$ cat config.mk
export PLATFORM = sky130hd
export DESIGN_NAME = probability_merge_adapt_unit
export DESIGN_NICKNAME = d
export VERILOG_FILES = /design/src/hdl/pma_pkg.sv /design/src/hdl/probability_merge_adapt_unit.sv
export SDC_FILE = /design/constraint.sdc
export NUM_CORES = 1
export LEC_CHECK = 0
export BUFFER_PORTS_ARGS = -buffer_cell sky130_fd_sc_hd__buf_2
export CORE_MARGIN = 3
export CORE_UTILIZATION = 35
export CTS_BUF_LIST = sky130_fd_sc_hd__clkbuf_8
export DETAILED_ROUTE_END_ITERATION = 10
export GPL_TIMING_DRIVEN = 0
export SYNTH_ARGS = -nofsm -noshare
export SYNTH_HDL_FRONTEND = slang
export SYNTH_SLANG_ARGS = --single-unit
$ cat constraint.sdc
create_clock -name clk_i -period 10 [get_ports clk_i]
set_clock_uncertainty 0.15 [all_clocks]
set_input_delay 2.5 -clock clk_i [delete_from_list [all_inputs] [get_ports clk_i]]
set_output_delay 2.5 -clock clk_i [all_outputs]
set_load 0.03 [all_outputs]
$ cat src/hdl/pma_pkg.sv
package pma_pkg;

  // field widths
  localparam int unsigned ProbW  = 8;
  localparam int unsigned CntW   = 8;
  localparam int unsigned TotW   = CntW + 1;
  localparam int unsigned MeasQW = TotW;   // measured quotient reaches 256
  localparam int unsigned FacQW  = ProbW;  // blend factor stays below 256

  // pipeline shape: one restoring step per divide stage
  localparam int unsigned DivSteps = MeasQW;
  localparam int unsigned NumStg   = DivSteps + 4;

  localparam logic [ProbW-1:0]  ProbHalf = 8'd128;
  localparam logic [ProbW-1:0]  ProbMax  = 8'd255;
  localparam logic [ProbW-1:0]  ProbMin  = 8'd1;
  localparam logic [ProbW:0]    ProbOne  = 9'd256;

  // one item in flight through the divide stages
  typedef struct packed {
    logic [ProbW-1:0]  old;
    logic [TotW-1:0]   m_div;
    logic [TotW-1:0]   m_rem;
    logic [MeasQW-1:0] m_low;
    logic [CntW-1:0]   f_div;
    logic [CntW-1:0]   f_rem;
    logic [FacQW-1:0]  f_low;
    logic              tot_zero;
    logic              sat_zero;
  } pma_div_t;

endpackage

$ cat src/hdl/probability_merge_adapt_unit.sv
// Backward probability adaptation for one binary-tree node.
//
// Input channel (in_valid_i / in_stall_o) carries the prior probability, the
// two branch counts, the saturation count and the update limit. An item is
// taken on a rising edge with in_valid_i high and in_stall_o low.
// Output channel (out_valid_o / out_stall_i) returns one item per input item:
// the adapted probability and a flag for a zero saturation count, in order.
//
// An item passes two stages of setup (sum, clamp, numerator product), nine
// restoring divide stages that retire one measured-quotient bit each, all
// but the last also a blend-factor bit, one product and one blend stage.
// Throughput is one item per cycle unless stalled; divide stages set depth.
//
// Every stage carries its own valid bit. A stage loads whenever it is empty
// or the stage after it moves, so bubbles close up while the receiver stalls
// and the input keeps taking items until the pipe is full.
// Reset clears every valid bit; payload registers are not reset.
module probability_merge_adapt_unit
  import pma_pkg::*;
(
  input  logic             clk_i,
  input  logic             rst_ni,
  input  logic             in_valid_i,
  output logic             in_stall_o,
  input  logic [ProbW-1:0] old_probability_i,
  input  logic [CntW-1:0]  zero_count_i,
  input  logic [CntW-1:0]  one_count_i,
  input  logic [CntW-1:0]  saturation_count_i,
  input  logic [ProbW-1:0] update_limit_i,
  output logic             out_valid_o,
  input  logic             out_stall_i,
  output logic [ProbW-1:0] new_probability_o,
  output logic             bad_saturation_o
);

  // Stage map of the valid bits:
  //   0            sum and raw fields
  //   1 .. 10      divider entry and nine divide steps (dv_q[0..9])
  //   11           blend products
  //   12           rounded blend, output register
  localparam int unsigned StgDv0  = 1;
  localparam int unsigned StgMul  = StgDv0 + DivSteps + 1;
  localparam int unsigned StgOut  = StgMul + 1;

  // One restoring step of the measured-probability divider.
  function automatic pma_div_t meas_step(input pma_div_t a);
    pma_div_t        r;
    logic [TotW:0]   t;
    logic            qb;
    r  = a;
    t  = {a.m_rem, a.m_low[MeasQW-1]};
    qb = (t >= {1'b0, a.m_div});
    r.m_rem = qb ? TotW'(t - {1'b0, a.m_div}) : t[TotW-1:0];
    r.m_low = {a.m_low[MeasQW-2:0], qb};
    return r;
  endfunction

  // One restoring step of the blend-factor divider.
  function automatic pma_div_t fac_step(input pma_div_t a);
    pma_div_t        r;
    logic [CntW:0]   t;
    logic            qb;
    r  = a;
    t  = {a.f_rem, a.f_low[FacQW-1]};
    qb = (t >= {1'b0, a.f_div});
    r.f_rem = qb ? CntW'(t - {1'b0, a.f_div}) : t[CntW-1:0];
    r.f_low = {a.f_low[FacQW-2:0], qb};
    return r;
  endfunction

  // ---------------------------------------------------------------- control
  logic [NumStg-1:0] v_q;
  logic [NumStg:0]   rdy;

  always_comb begin
    rdy[NumStg] = !out_stall_i;
    for (int k = NumStg - 1; k >= 0; k--) begin
      rdy[k] = !v_q[k] || rdy[k+1];
    end
  end

  assign in_stall_o = !rdy[0];

  always_ff @(posedge clk_i or negedge rst_ni) begin
    if (!rst_ni) begin
      v_q <= '0;
    end else begin
      if (rdy[0]) begin
        v_q[0] <= in_valid_i;
      end
      for (int k = 1; k < NumStg; k++) begin
        if (rdy[k]) begin
          v_q[k] <= v_q[k-1];
        end
      end
    end
  end

  // ---------------------------------------------------------------- stage 0
  logic [ProbW-1:0] s0_old_q;
  logic [CntW-1:0]  s0_zero_q, s0_sat_q;
  logic [ProbW-1:0] s0_lim_q;
  logic [TotW-1:0]  s0_tot_q;

  always_ff @(posedge clk_i) begin
    if (rdy[0] && in_valid_i) begin
      s0_old_q  <= old_probability_i;
      s0_zero_q <= zero_count_i;
      s0_sat_q  <= saturation_count_i;
      s0_lim_q  <= update_limit_i;
      s0_tot_q  <= {1'b0, zero_count_i} + {1'b0, one_count_i};
    end
  end

  // ---------------------------------------------------------------- divider entry
  // Both quotients fit the step count, so the top numerator bits already sit
  // below the divisor and seed the partial remainders.
  logic [CntW-1:0]       cnt;
  logic [2*CntW-1:0]     fac_num;
  logic [CntW+ProbW:0]   meas_num;
  pma_div_t              dv_init;
  pma_div_t              dv_q [DivSteps+1];

  always_comb begin
    cnt      = (s0_tot_q < {1'b0, s0_sat_q}) ? s0_tot_q[CntW-1:0] : s0_sat_q;
    fac_num  = s0_lim_q * cnt;
    meas_num = {s0_zero_q, {ProbW{1'b0}}} + (CntW+ProbW+1)'(s0_tot_q >> 1);

    dv_init          = '0;
    dv_init.old      = s0_old_q;
    dv_init.m_div    = s0_tot_q;
    dv_init.m_rem    = {1'b0, meas_num[CntW+ProbW -: CntW]};
    dv_init.m_low    = meas_num[MeasQW-1:0];
    dv_init.f_div    = s0_sat_q;
    dv_init.f_rem    = fac_num[2*CntW-1 -: CntW];
    dv_init.f_low    = fac_num[FacQW-1:0];
    dv_init.tot_zero = (s0_tot_q == '0);
    dv_init.sat_zero = (s0_sat_q == '0);
  end

  always_ff @(posedge clk_i) begin
    if (rdy[StgDv0] && v_q[StgDv0-1]) begin
      dv_q[0] <= dv_init;
    end
  end

  // ---------------------------------------------------------------- divide stages
  for (genvar j = 1; j <= DivSteps; j++) begin : g_div
    pma_div_t nxt;
    always_comb begin
      nxt = meas_step(dv_q[j-1]);
      if (j <= FacQW) begin
        nxt = fac_step(nxt);
      end
    end
    always_ff @(posedge clk_i) begin
      if (rdy[StgDv0+j] && v_q[StgDv0+j-1]) begin
        dv_q[j] <= nxt;
      end
    end
  end

  // ---------------------------------------------------------------- products
  pma_div_t              dv_last;
  logic [MeasQW-1:0]     mq;
  logic [ProbW-1:0]      meas;
  logic [ProbW:0]        old_w;
  logic [2*ProbW:0]      pa_q;
  logic [2*ProbW-1:0]    pb_q;
  logic [ProbW-1:0]      s11_old_q;
  logic                  s11_bad_q;

  always_comb begin
    dv_last = dv_q[DivSteps];
    mq      = dv_last.m_low;
    if (dv_last.tot_zero) begin
      meas = ProbHalf;
    end else if (mq > {1'b0, ProbMax}) begin
      meas = ProbMax;
    end else if (mq < {1'b0, ProbMin}) begin
      meas = ProbMin;
    end else begin
      meas = mq[ProbW-1:0];
    end
    old_w = ProbOne - {1'b0, dv_last.f_low};
  end

  always_ff @(posedge clk_i) begin
    if (rdy[StgMul] && v_q[StgMul-1]) begin
      pa_q      <= dv_last.old * old_w;
      pb_q      <= meas * dv_last.f_low;
      s11_old_q <= dv_last.old;
      s11_bad_q <= dv_last.sat_zero;
    end
  end

  // ---------------------------------------------------------------- blend and output
  logic [2*ProbW+1:0] blend_sum;
  logic [ProbW+1:0]   blend;
  logic [ProbW-1:0]   new_d, new_q;
  logic               bad_q;

  always_comb begin
    blend_sum = {1'b0, pa_q} + {2'b00, pb_q} + (2*ProbW+2)'(ProbHalf);
    blend     = blend_sum[2*ProbW+1 -: ProbW+2];
    if (s11_bad_q) begin
      new_d = s11_old_q;
    end else if (blend > {2'b00, ProbMax}) begin
      new_d = ProbMax;
    end else begin
      new_d = blend[ProbW-1:0];
    end
  end

  always_ff @(posedge clk_i) begin
    if (rdy[StgOut] && v_q[StgOut-1]) begin
      new_q <= new_d;
      bad_q <= s11_bad_q;
    end
  end

  assign out_valid_o       = v_q[StgOut];
  assign new_probability_o = new_q;
  assign bad_saturation_o  = bad_q;

endmodule

==> results_dict.tcl <==
set metrics [dict create \
    synth.yosys.seq_area_share 0.550 \
    drt-total-wl_microns 54800 \
    drive_gt1_frac 0.116 \
    cts_max_level 3 \
    fmax_mhz 131 \
    synthTopCellsByCount "edfxtp_1 (606), inv_1 (342), ha_1 (299)" \
    post-place-ws_ps 2470 \
    critPathMaxFanout 6 \
    yosys_warnings 0 \
    numClockSinks 619 \
    coreArea_sq_um 95200 \
    synth_edf_count 606 \
    grt_setup_unrepaired "false" \
    hold_violations 0 \
    cts_root_buf "clkbuf_8" \
    drt-initial-drc-count 575 \
    synth.most_common_cell "edfxtp_1" \
    wl_per_cell_microns 13.4 \
    grt_pass1_vias 19300 \
    netlist_instances 2580 \
    hp-class "flop to flop" \
    status "complete, no violations" \
    fin_crit_ps 7640 \
    initial_core_util 0.354 \
    critical_path.max_stage_delay_ps 420 \
    netlist_area_sq_um 33700 \
    cts_buffers 101 \
    setup_slack_ps 2360 \
    slew-limit-headroom 0.256 \
    async_reset_ff_frac 0.0210 \
    die_h_microns 316 \
    nets 3222 \
    ctsHoldBuffers 0 \
    cts_resized 0 \
    cp_data_required_time_ps 7350 \
    clk_transition_reported_paths_ps 60 \
    setup_viol 0 \
    grt_start_max_net_pins 36 \
    netlist.top_cell.by_area "edfxtp_1" \
    io_buffers 54 \
    critPathLaunchType "input port" \
    cts_setup_buffers 0 \
    regArea_sq_um 18500 \
    first_pass_iters 4 \
    die_x_microns 316 \
    synth_area_leaders "edfxtp_1 (54%), ha_1 (11%), fa_1 (7.7%)" \
    maxSlewViolCount 0 \
    antenna_found_initial 1 \
    hpwlAfterDp_microns 41300 \
    final.setup.tns_ps 0 \
    fillCellCount 8953 \
    crit_slowest_cell "and2_1" \
    synth_area_per_cell_sq_um 13.1 \
    ys.flop_type "edfxtp_1" \
    via_count 18700 \
    path_class "input port to primary output" \
    post-route-period-util 0.764 \
    drc 0 \
    grt_usage 0.113 \
    io-pin-count 55 \
    multi_input_area_sq_um 13800 \
    gp_congestion 0.854 \
    worst_slew_pin_slew_ps 1110 \
    postRouteAntennaNets 0 \
    clkLatencyLatePin_ps 730 \
    tritoncts "yes" \
    yosysUniqueCellTypes 59 \
    syn2layout_area_growth_pct 13.2 \
    clockBufferDepth 3 \
    rows 113 \
    grt_overflow 0 \
    cp_cell_sequence "buf_2 > nand4_1 > nor2_1 > and2_1 > nand3_1 > nor2_1 > nand4_1 > inv_1 > buf_2" \
    dieArea_sq_um 100000 \
    critPathCaptureType "primary output" \
    grt_first_pass_wirelength_microns 93100 \
    routed_via_density 4.55 \
    syn_nets 3053 \
    ys_ff_latch 619 \
    max_cap_viol_count 0 \
    crit_arrival_ps 4990 \
    synth_top_area_frac 0.540 \
]
## per-stage QoR
| stage | util | cell area, sq um | hold slack (ps) | cells |
|---|---|---|---|---|
| CTS | 0.400 | 38100 | 228 | 4100 |
| global route | 0.400 | 38100 | 240 | 4101 |
| floorplan | - | 33700 | 250 | 2580 |
| finish | 0.400 | 38100 | 247 | 4101 |
| global placement | 0.373 | 35500 | 251 | 3899 |
| detailed placement | 0.377 | 35800 | 255 | 3911 |
## critical path, delay by kind of cell
kind | cells | cell delay, ps
simple gates | 6 | 2050
buf+inv | 3 | 430
## path summary, 6_finish.rpt
kind	startpoint	to	slack, ps	depth (start not counted)
max in group asynchronous	rst_ni	v_q[10]$_DFFE_PN0P_	7780	1
min	dv_q[1][6]$_DFFE_PP_	dv_q[2][7]$_DFFE_PP_	250	0
min reg2reg	dv_q[1][6]$_DFFE_PP_	dv_q[2][7]$_DFFE_PP_	250	0
min in group asynchronous	rst_ni	v_q[7]$_DFFE_PN0P_	1570	1
max	out_stall_i	in_stall_o	2360	9
max reg2reg	s0_tot_q[1]$_DFFE_PP_	dv_q[0][16]$_DFFE_PP_	3460	20
## state kept, by name, indices dropped and copies added, names as in the netlist, 9 cells and up
name and cells:
s0_tot_q 9, pb_q 16, dv_q 514, v_q 13, pa_q 17
## cells by family (layout without fill, tap and decap cells)
kind of cell | after synthesis | after routing | share of synthesized area
buf+inv | 361 | 616 | 0.0402
fa+ha+maj | 429 | 429 | 0.188
xor+xnor | 123 | 123 | 0.0320
mux | 100 | 100 | 0.0333
other cells | 0 | 1 | 0
simple gates | 626 | 626 | 0.0949
compound gates | 322 | 322 | 0.0611
flops | 619 | 619 | 0.550
## cells in the final DEF, fill, tap and decap left out, drive strengths merged, types with 87 or more instances in the layout
master	Yosys	layout
nor2	135	135
edfxtp	606	606
clkbuf	17	125
ha	299	299
fa	130	130
inv	343	375
xnor2	87	87
o21ai	91	91
nand2	135	135
and2	131	131
## area by class of cell
cell class	instances	share of cell area
antenna	1	0.0000657
multi-input combinational	1600	0.363
buffer	18	0.00177
tap	1265	0.0415
inverter	343	0.0338
timing repair buffer	66	0.0139
clock inverter	81	0.0206
clock buffer	108	0.0390
sequential	619	0.486
## metal layers
layer  GRT usage  up-vias  share of wire
met4      0.0437        0          0.033
met3      0.0258      128          0.041
met1       0.138     8781           0.44
met5           0        -              0
li1            -     9473              -
met2       0.194      288           0.48
Power is left out: the tool's default activity adds up to more than one toggle a clock period on the data nets, which glitch-free logic cannot reach.
